===== config.mk =====
export PLATFORM = sky130hd
export DESIGN_NAME = rrip_style_victim_selector
export DESIGN_NICKNAME = d
export VERILOG_FILES = /design/src/rtl/core/rvs_pkg.sv /design/src/rtl/core/rrip_style_victim_selector.sv /design/src/rtl/core/rvs_ram.sv /design/src/rtl/core/rvs_ctrl.sv /design/src/rtl/core/rvs_dp.sv
export SDC_FILE = /design/constraint.sdc
export NUM_CORES = 2
export LEC_CHECK = 0
export BUFFER_PORTS_ARGS = -buffer_cell sky130_fd_sc_hd__buf_4
export CAP_MARGIN = 30
export CORE_MARGIN = 5
export CORE_UTILIZATION = 43
export DETAILED_ROUTE_END_ITERATION = 7
export PLACE_DENSITY = 0.68
export SLEW_MARGIN = 20
export SYNTH_ARGS = -nofsm -noshare
export SYNTH_HDL_FRONTEND = slang
export SYNTH_SLANG_ARGS = --single-unit

===== constraint.sdc =====
create_clock -name clk -period 6.35 [get_ports clk]
set_clock_uncertainty 0.1 [all_clocks]
set_input_delay 1.27 -clock clk [delete_from_list [all_inputs] [get_ports clk]]
set_output_delay 1.27 -clock clk [all_outputs]
set_load 0.05 [all_outputs]

===== src/rtl/core/rvs_pkg.sv =====
// Package for the RRIP-style victim selector: sizes, priority codes,
// row type, controller/datapath command and status structs, row helpers.
// No dependencies.
`default_nettype none

package rvs_pkg;

    localparam int SETS   = 64;
    localparam int WAYS   = 16;
    localparam int SET_W  = 6;
    localparam int WAY_W  = 4;
    localparam int RND_W  = 16;
    localparam int VICT_W = 4;
    localparam int PRIO_W = 3;

    localparam int SET_AW = (SETS > 1) ? $clog2(SETS) : 1;
    localparam int WAY_AW = (WAYS > 1) ? $clog2(WAYS) : 1;
    localparam int CNT_W  = $clog2(WAYS + 1);
    localparam int STEP_W = $clog2(RND_W + 1);
    localparam int ROW_W  = WAYS * PRIO_W;
    localparam int NPRIO  = 1 << PRIO_W;

    localparam logic [PRIO_W-1:0] PRIO_HIT  = PRIO_W'(7);
    localparam logic [PRIO_W-1:0] PRIO_FILL = PRIO_W'(1);

    localparam logic REQ_VICTIM = 1'b0;
    localparam logic REQ_UPDATE = 1'b1;

    typedef logic [WAYS-1:0][PRIO_W-1:0] row_t;

    typedef struct packed {
        logic load;
        logic rd_en;
        logic cap_row;
        logic upd_wr;
        logic find_min;
        logic age;
        logic prep;
        logic mod_step;
        logic scan_step;
        logic out_load;
    } rvs_cmd_t;

    typedef struct packed {
        logic in_victim;
        logic in_set_ok;
        logic is_victim;
        logic mod_last;
        logic scan_hit;
        logic out_busy;
    } rvs_sts_t;

    function automatic logic [WAYS-1:0] zero_mask(input row_t row);
        logic [WAYS-1:0] m;
        m = '0;
        for (int w = 0; w < WAYS; w++)
        begin
            m[w] = (row[w] == '0);
        end
        return m;
    endfunction

    function automatic logic [PRIO_W-1:0] row_min(input row_t row);
        logic [NPRIO-1:0]  seen;
        logic [PRIO_W-1:0] m;
        seen = '0;
        m    = '1;
        for (int w = 0; w < WAYS; w++)
        begin
            seen[row[w]] = 1'b1;
        end
        for (int v = NPRIO - 1; v >= 0; v--)
        begin
            if (seen[v])
            begin
                m = PRIO_W'(v);
            end
        end
        return m;
    endfunction

endpackage

`default_nettype wire


===== src/rtl/core/rrip_style_victim_selector.sv =====
// RRIP-style victim selector, top level: ties controller and datapath.
// Depends on rvs_pkg, rvs_ctrl, rvs_dp (which holds rvs_ram).
//
// Usage: one input channel (in_valid/in_ready) carries a transaction that is
// either a victim request (req_type 0) or a hit/fill update (req_type 1).
// The output channel (out_valid/out_ready) returns one transaction per
// victim request: victim_way and aged. Updates return nothing.
// Items are handled one at a time; in_ready is high only while idle.
// An update reads its set from the RAM, captures the row and writes it back
// with the update applied; the block then returns to idle for the next one.
// A victim request passes set RAM read, row capture, minimum search, aging,
// zero-way count, the bit-serial modulo of random_value by the number of
// zero ways and the scan, which walks one way per cycle, on to the output
// register. A victim request to a set out of range goes straight to the
// output register with way 0, aged 0.
// Reset clears all priorities at once through per-set valid bits; the
// block accepts a transaction in the first cycle after reset.
// A result waits in the output register while the receiver stalls; the
// next transaction is still accepted and runs until it needs that register.
`default_nettype none

module rrip_style_victim_selector
    import rvs_pkg::*;
(
    input  wire logic              clk,
    input  wire logic              rst_n,
    input  wire logic              in_valid,
    output logic                   in_ready,
    input  wire logic              req_type,
    input  wire logic [SET_W-1:0]  set_index,
    input  wire logic [WAY_W-1:0]  way_index,
    input  wire logic              hit,
    input  wire logic              is_writeback,
    input  wire logic [RND_W-1:0]  random_value,
    output logic                   out_valid,
    input  wire logic              out_ready,
    output logic [VICT_W-1:0]      victim_way,
    output logic                   aged
);

    rvs_cmd_t cmd;
    rvs_sts_t sts;

    rvs_ctrl u_ctrl (
        .clk      (clk),
        .rst_n    (rst_n),
        .in_valid (in_valid),
        .in_ready (in_ready),
        .sts      (sts),
        .cmd      (cmd)
    );

    rvs_dp u_dp (
        .clk          (clk),
        .rst_n        (rst_n),
        .cmd          (cmd),
        .sts          (sts),
        .req_type     (req_type),
        .set_index    (set_index),
        .way_index    (way_index),
        .hit          (hit),
        .is_writeback (is_writeback),
        .random_value (random_value),
        .out_valid    (out_valid),
        .out_ready    (out_ready),
        .victim_way   (victim_way),
        .aged         (aged)
    );

endmodule

`default_nettype wire


===== src/rtl/core/rvs_ram.sv =====
// Generic single-write, single-read RAM with registered read data.
// No dependencies.
`default_nettype none

module rvs_ram #(
    parameter int WIDTH = 8,
    parameter int DEPTH = 16
) (
    input  wire logic                                   clk,
    input  wire logic                                   wr_en,
    input  wire logic [((DEPTH > 1) ? $clog2(DEPTH) : 1)-1:0] wr_addr,
    input  wire logic [WIDTH-1:0]                       wr_data,
    input  wire logic                                   rd_en,
    input  wire logic [((DEPTH > 1) ? $clog2(DEPTH) : 1)-1:0] rd_addr,
    output logic      [WIDTH-1:0]                       rd_data
);

    logic [WIDTH-1:0] mem [DEPTH];
    logic [WIDTH-1:0] rd_data_reg;

    always_ff @(posedge clk)
    begin
        if (wr_en)
        begin
            mem[wr_addr] <= wr_data;
        end
        if (rd_en)
        begin
            rd_data_reg <= mem[rd_addr];
        end
    end

    assign rd_data = rd_data_reg;

endmodule

`default_nettype wire


===== src/rtl/core/rvs_ctrl.sv =====
// Controller state machine of the victim selector.
// Depends on rvs_pkg (command and status structs).
`default_nettype none

module rvs_ctrl
    import rvs_pkg::*;
(
    input  wire logic     clk,
    input  wire logic     rst_n,
    input  wire logic     in_valid,
    output logic          in_ready,
    input  wire rvs_sts_t sts,
    output rvs_cmd_t      cmd
);

    typedef enum logic [9:0] {
        S_IDLE = 10'b00_0000_0001,
        S_READ = 10'b00_0000_0010,
        S_ROW  = 10'b00_0000_0100,
        S_UPD  = 10'b00_0000_1000,
        S_MIN  = 10'b00_0001_0000,
        S_AGE  = 10'b00_0010_0000,
        S_CNT  = 10'b00_0100_0000,
        S_MOD  = 10'b00_1000_0000,
        S_SCAN = 10'b01_0000_0000,
        S_DONE = 10'b10_0000_0000
    } state_t;

    state_t state_reg;
    state_t state_next;

    always_ff @(posedge clk or negedge rst_n)
    begin
        if (!rst_n)
        begin
            state_reg <= S_IDLE;
        end
        else
        begin
            state_reg <= state_next;
        end
    end

    always_comb
    begin
        state_next = state_reg;
        cmd        = '0;
        in_ready   = 1'b0;
        case (state_reg)
            S_IDLE:
            begin
                in_ready = 1'b1;
                if (in_valid)
                begin
                    cmd.load = 1'b1;
                    if (sts.in_set_ok)
                    begin
                        state_next = S_READ;
                    end
                    else if (sts.in_victim)
                    begin
                        state_next = S_DONE;
                    end
                end
            end
            S_READ:
            begin
                cmd.rd_en  = 1'b1;
                state_next = S_ROW;
            end
            S_ROW:
            begin
                cmd.cap_row = 1'b1;
                state_next  = sts.is_victim ? S_MIN : S_UPD;
            end
            S_UPD:
            begin
                cmd.upd_wr = 1'b1;
                state_next = S_IDLE;
            end
            S_MIN:
            begin
                cmd.find_min = 1'b1;
                state_next   = S_AGE;
            end
            S_AGE:
            begin
                cmd.age    = 1'b1;
                state_next = S_CNT;
            end
            S_CNT:
            begin
                cmd.prep   = 1'b1;
                state_next = S_MOD;
            end
            S_MOD:
            begin
                cmd.mod_step = 1'b1;
                if (sts.mod_last)
                begin
                    state_next = S_SCAN;
                end
            end
            S_SCAN:
            begin
                cmd.scan_step = 1'b1;
                if (sts.scan_hit)
                begin
                    state_next = S_DONE;
                end
            end
            S_DONE:
            begin
                if (!sts.out_busy)
                begin
                    cmd.out_load = 1'b1;
                    state_next   = S_IDLE;
                end
            end
            default:
            begin
                state_next = S_IDLE;
            end
        endcase
    end

endmodule

`default_nettype wire


===== src/rtl/core/rvs_dp.sv =====
// Datapath of the victim selector: priority RAM, row valid bits, aging,
// modulo unit, zero-way scan and output register.
// Depends on rvs_pkg and rvs_ram.
`default_nettype none

module rvs_dp
    import rvs_pkg::*;
(
    input  wire logic              clk,
    input  wire logic              rst_n,
    input  wire rvs_cmd_t          cmd,
    output rvs_sts_t               sts,
    input  wire logic              req_type,
    input  wire logic [SET_W-1:0]  set_index,
    input  wire logic [WAY_W-1:0]  way_index,
    input  wire logic              hit,
    input  wire logic              is_writeback,
    input  wire logic [RND_W-1:0]  random_value,
    output logic                   out_valid,
    input  wire logic              out_ready,
    output logic [VICT_W-1:0]      victim_way,
    output logic                   aged
);

    logic [SETS-1:0]   row_vld_reg;
    logic              vld_q_reg;
    logic              out_valid_reg;

    logic              req_reg;
    logic [SET_AW-1:0] set_reg;
    logic [WAY_AW-1:0] lane_reg;
    logic              way_ok_reg;
    logic              hit_reg;
    logic              wb_reg;
    logic [RND_W-1:0]  rnd_reg;

    row_t              row_reg;
    logic [PRIO_W-1:0] min_reg;
    logic              aged_reg;
    logic [WAYS-1:0]   mask_reg;
    logic [CNT_W-1:0]  count_reg;
    logic [CNT_W-1:0]  rem_reg;
    logic [STEP_W-1:0] step_reg;
    logic [WAY_AW-1:0] ptr_reg;
    logic [VICT_W-1:0] victim_reg;
    logic [VICT_W-1:0] victim_out_reg;
    logic              aged_out_reg;

    logic [ROW_W-1:0]  rd_data;
    logic [ROW_W-1:0]  wr_data;
    logic              wr_en;
    row_t              upd_row;
    row_t              aged_row;
    logic [CNT_W:0]    mod_dvd;
    logic [CNT_W-1:0]  rem_next;
    logic              scan_hit;

    rvs_ram #(
        .WIDTH (ROW_W),
        .DEPTH (SETS)
    ) u_ram (
        .clk     (clk),
        .wr_en   (wr_en),
        .wr_addr (set_reg),
        .wr_data (wr_data),
        .rd_en   (cmd.rd_en),
        .rd_addr (set_reg),
        .rd_data (rd_data)
    );

    always_comb
    begin
        upd_row = row_reg;
        if (way_ok_reg && !(hit_reg && wb_reg))
        begin
            upd_row[lane_reg] = hit_reg ? PRIO_HIT : PRIO_FILL;
        end
        for (int w = 0; w < WAYS; w++)
        begin
            aged_row[w] = row_reg[w] - min_reg;
        end
    end

    assign wr_en   = cmd.upd_wr || (cmd.age && aged_reg);
    assign wr_data = cmd.upd_wr ? ROW_W'(upd_row) : ROW_W'(aged_row);

    assign mod_dvd  = {rem_reg, rnd_reg[RND_W-1]};
    assign rem_next = (mod_dvd >= {1'b0, count_reg}) ? CNT_W'(mod_dvd - {1'b0, count_reg})
                                                     : CNT_W'(mod_dvd);
    assign scan_hit = mask_reg[ptr_reg] && (rem_reg == '0);

    always_comb
    begin
        sts           = '0;
        sts.in_victim = (req_type == REQ_VICTIM);
        sts.in_set_ok = (32'(set_index) < SETS);
        sts.is_victim = (req_reg == REQ_VICTIM);
        sts.mod_last  = (step_reg == STEP_W'(RND_W - 1));
        sts.scan_hit  = scan_hit;
        sts.out_busy  = out_valid_reg && !out_ready;
    end

    always_ff @(posedge clk or negedge rst_n)
    begin
        if (!rst_n)
        begin
            row_vld_reg   <= '0;
            out_valid_reg <= 1'b0;
        end
        else
        begin
            if (wr_en)
            begin
                row_vld_reg[set_reg] <= 1'b1;
            end
            if (cmd.out_load)
            begin
                out_valid_reg <= 1'b1;
            end
            else if (out_ready)
            begin
                out_valid_reg <= 1'b0;
            end
        end
    end

    always_ff @(posedge clk)
    begin
        if (cmd.load)
        begin
            req_reg    <= req_type;
            set_reg    <= SET_AW'(set_index);
            lane_reg   <= WAY_AW'(way_index);
            way_ok_reg <= (32'(way_index) < WAYS);
            hit_reg    <= hit;
            wb_reg     <= is_writeback;
            rnd_reg    <= random_value;
            victim_reg <= '0;
            aged_reg   <= 1'b0;
        end
        if (cmd.rd_en)
        begin
            vld_q_reg <= row_vld_reg[set_reg];
        end
        if (cmd.cap_row)
        begin
            row_reg <= vld_q_reg ? row_t'(rd_data) : '0;
        end
        if (cmd.find_min)
        begin
            min_reg  <= row_min(row_reg);
            aged_reg <= (zero_mask(row_reg) == '0);
        end
        if (cmd.age && aged_reg)
        begin
            row_reg <= aged_row;
        end
        if (cmd.prep)
        begin
            mask_reg  <= zero_mask(row_reg);
            count_reg <= CNT_W'($countones(zero_mask(row_reg)));
            rem_reg   <= '0;
            step_reg  <= '0;
            ptr_reg   <= '0;
        end
        if (cmd.mod_step)
        begin
            rem_reg  <= rem_next;
            rnd_reg  <= {rnd_reg[RND_W-2:0], 1'b0};
            step_reg <= step_reg + 1'b1;
        end
        if (cmd.scan_step)
        begin
            if (scan_hit)
            begin
                victim_reg <= VICT_W'(ptr_reg);
            end
            else if (mask_reg[ptr_reg])
            begin
                rem_reg <= rem_reg - 1'b1;
            end
            ptr_reg <= ptr_reg + 1'b1;
        end
        if (cmd.out_load)
        begin
            victim_out_reg <= scan_hit && cmd.scan_step ? VICT_W'(ptr_reg) : victim_reg;
            aged_out_reg   <= aged_reg;
        end
    end

    assign out_valid  = out_valid_reg;
    assign victim_way = victim_out_reg;
    assign aged       = aged_out_reg;

endmodule

`default_nettype wire


==> flow_metrics.env <==
export IMPL_num_rows=202
export IMPL_nets=7601
export IMPL_fp_coreArea_sq_um=302800
export IMPL_clk_pin_slew_ns=0.07
export IMPL_slowest_stage="fa_1"
export IMPL_grt_pass1_wl_microns=607000
export IMPL_synth_edf_count=3236
export IMPL_crit_arrival_ns=5.24
export IMPL_yosys_cell_types_count=84
export IMPL_period_needed_ns=4.573
export IMPL_cpMostUsedCell="fa_1"
export IMPL_cp_max_fo=10
export IMPL_clkSinkCount=3321
export IMPL_synth_top_cell_by_area="edfxtp_1"
export IMPL_cts_tree="built"
export IMPL_ys_ff_latch=3321
export IMPL_boundaryPins=40
export IMPL_htreeDepth=5
export IMPL_cpLargestDelayFamily="adder cells"
export IMPL_irDropWorstVdd_uv=290.7
export IMPL_end_kind="flop"
export IMPL_synthCells=7275
export IMPL_cts_made_buffers=350
export IMPL_num_vias=78935
export IMPL_synth_common_cells="3,236 x edfxtp_1, 376 x a221oi_1, 302 x mux2i_1, 297 x nor2_1, 266 x mux4_2"
export IMPL_largest_reg_flops=3072
export IMPL_grt_setup_unrepaired="false"
export IMPL_synthFlopType="edfxtp_1"
export IMPL_grt_pass1_vias=75830
export IMPL_port_buffers=39
export IMPL_initial_core_util=0.4319
export IMPL_place_gp_congestion=0.9232
export IMPL_async_flop_share=0.02258
export IMPL_die_w_microns=561.5
export IMPL_first_pass_iters=8
export IMPL_slowest_delay_ns=0.56
export IMPL_cp_required_ns=7.01
export IMPL_period_share=0.7202
export IMPL_netlist_area_sq_um=130800
export IMPL_wl_per_cell_microns=37.56
export IMPL_yosysWarnings=0
export IMPL_drv_cap=0
export IMPL_path_class="flop to flop"
export IMPL_die_h_microns=561.5
export IMPL_synthTopCellsByArea="edfxtp_1 74%, mux4_2 4.6%, a221oi_1 2.5%, mux2i_1 2.3%, mux2_2 1.8%"
export IMPL_setup_violations_final=0
export IMPL_ys_seq_area_frac=0.7590
export IMPL_clkLatencyLatePin_ns=1.01
export IMPL_tns_ns=0
export IMPL_clockBufferDepth=4
export IMPL_dieArea_sq_um=315200
export IMPL_critPathBufInv=4
export IMPL_wirelength_microns=441100
export IMPL_synth_top_cell_area_share=0.7431
export IMPL_critPathLaunchType="flop"
export IMPL_drtAntennaViolNets=0
export IMPL_cts_root_buffer="clkbuf_16"
export IMPL_drv_slew=0
export IMPL_yosysMostFrequentCell="edfxtp_1"
export IMPL_slew_headroom=0.2551
export IMPL_status="finished clean"
export IMPL_antenna_found_initial=23
export IMPL_powerDensity_nw_per_um2=365.5
export IMPL_area_growth_syn_to_layout_pct=13.96
export IMPL_tightest_slew_ns=1.117
export IMPL_final_hold_violation_count=0
export IMPL_fmax_ghz=0.2187
export IMPL_p_leak_nw=47.92
export IMPL_drive_above_1_share=0.1923
export IMPL_hp_class="primary input to flop"
export IMPL_drt_vias_per_instance=6.721
export IMPL_drt_iter0_markers=14104
export IMPL_grt_total_usage=0.2721
export IMPL_grt_start_max_net_pins=133
export IMPL_total_power_mw=54.47
export IMPL_syn_avg_cell_area_sq_um=17.98
export IMPL_dpl_hpwl_microns=251100
export IMPL_grt_overflow=0
export IMPL_syn_nets=7382
export IMPL_path_cells="or3_1 > ha_1 > inv_1 > fa_1 > inv_1 > fa_1 > fa_1 > fa_1 > ha_1 > inv_1 > fa_1 > inv_1"
export IMPL_drc=0
==> stage by stage <==
stage	setup WS [ns]	instance area [sq um]	util	std cells	hold slack, ns
6_report	1.777	149000	0.4922	11744	0.3419
5_1_grt	1.544	149000	0.4921	11732	0.3113
4_1_cts	1.728	148800	0.4914	11721	0.2855
3_5_place_dp	1.730	138000	0.4557	11109	0.3572
3_3_place_gp	1.654	137600	0.4545	11094	0.3513
2_1_floorplan	0.5321	130800	-	7275	0.3054
==> repair_timing <==
item                                    4_1_cts  5_1_grt
gates resized for setup                       0        0
endpoints found under the hold margin         9        0
hold buffers                                  1        0
endpoints found under the setup margin        0        0
buffers inserted                              0        0
==> power breakdown <==
| part | leakage (nW) | switching (mW) | internal (mW) |
|---|---|---|---|
| registers | 30.2 | 0.369 | 25.2 |
| logic | 12.4 | 6.56 | 2.74 |
| clock network | 5.27 | 8.33 | 11.3 |
==> layer usage <==
layer  routed length [microns]  vias up  track usage
met5                        92        -            0
met4                     26010       14       0.1355
met3                     66900     1317      0.09251
met2                    195600     6962       0.4080
met1                    152600    40308       0.3552
li1                          -    30334            -
==> layout make-up <==
type,instances,area (sq um)
fill,24155,153800
tap,3978,4977
clock buffer,431,9233
sequential,3321,99250
antenna,13,32.53
multi-input combinational,3363,29800
clock inverter,180,1555
inverter,88,347.8
timing repair buffer,370,3822
==> kinds of logic (layout without fill, tap and decap cells) <==
logic type               count (synthesis)  count (layout)  share of synthesized area
flip-flops                            3321            3321                     0.7590
AO/OA/AOI/OAI                         1540            1540                    0.08566
XOR/XNOR                                38              38                   0.002545
other                                    0              13                          0
multiplexers                           780             780                    0.08724
adder cells (fa/ha/maj)                 74              74                   0.008688
buffers and inverters                  591            1069                    0.02217
AND/OR/NAND/NOR                        931             931                    0.03472
==> layout by cell type (no fill, tap or decap), types with 146 or more instances in the layout <==
| cell type | netlist | layout |
|---|---|---|
| edfxtp_1 | 3236 | 3236 |
| o22ai_1 | 146 | 146 |
| a221oi_1 | 376 | 375 |
| nand2_1 | 229 | 225 |
| mux2_2 | 206 | 206 |
| buf_4 | 45 | 291 |
| nor2_1 | 297 | 220 |
| mux4_2 | 266 | 266 |
| a22oi_1 | 216 | 216 |
| a21oi_1 | 189 | 156 |
| clkbuf_16 | 0 | 358 |
| o21ai_0 | 229 | 229 |
| mux2i_1 | 302 | 301 |
==> worst register-to-register path: cells and delay by family (launching register included) <==
kind	cells	cell delay (ns)
AND/OR/NAND/NOR	1	0.43
flip-flops	1	0.52
buffers and inverters	4	0.24
adder cells (fa/ha/maj)	7	3.04
==> worst paths after layout <==
| path | slack, ns | end | cells after the start | startpoint |
|---|---|---|---|---|
| hold / removal | 0.34 | u_dp.lane_reg[3]$_DFFE_PP_ | 1 | way_index[3] |
| hold reg to reg | 0.38 | u_dp.row_vld_reg[39]$_DFFE_PN0N_ | 1 | u_dp.row_vld_reg[39]$_DFFE_PN0N_ |
| setup / recovery | 1.78 | u_dp.count_reg[2]$_DFFE_PP_ | 12 | u_dp.row_reg[38]$_DFFE_PP_ |
| max in group asynchronous | 4.61 | u_dp.row_vld_reg[23]$_DFFE_PN0N_ | 4 | rst_n |
| setup reg to reg | 1.78 | u_dp.count_reg[2]$_DFFE_PP_ | 12 | u_dp.row_reg[38]$_DFFE_PP_ |
| min in group asynchronous | 0.56 | u_ctrl.state_reg[9]$_DFFE_PN0P_ | 2 | rst_n |
Note: power is estimated with default switching activity, not from simulation.
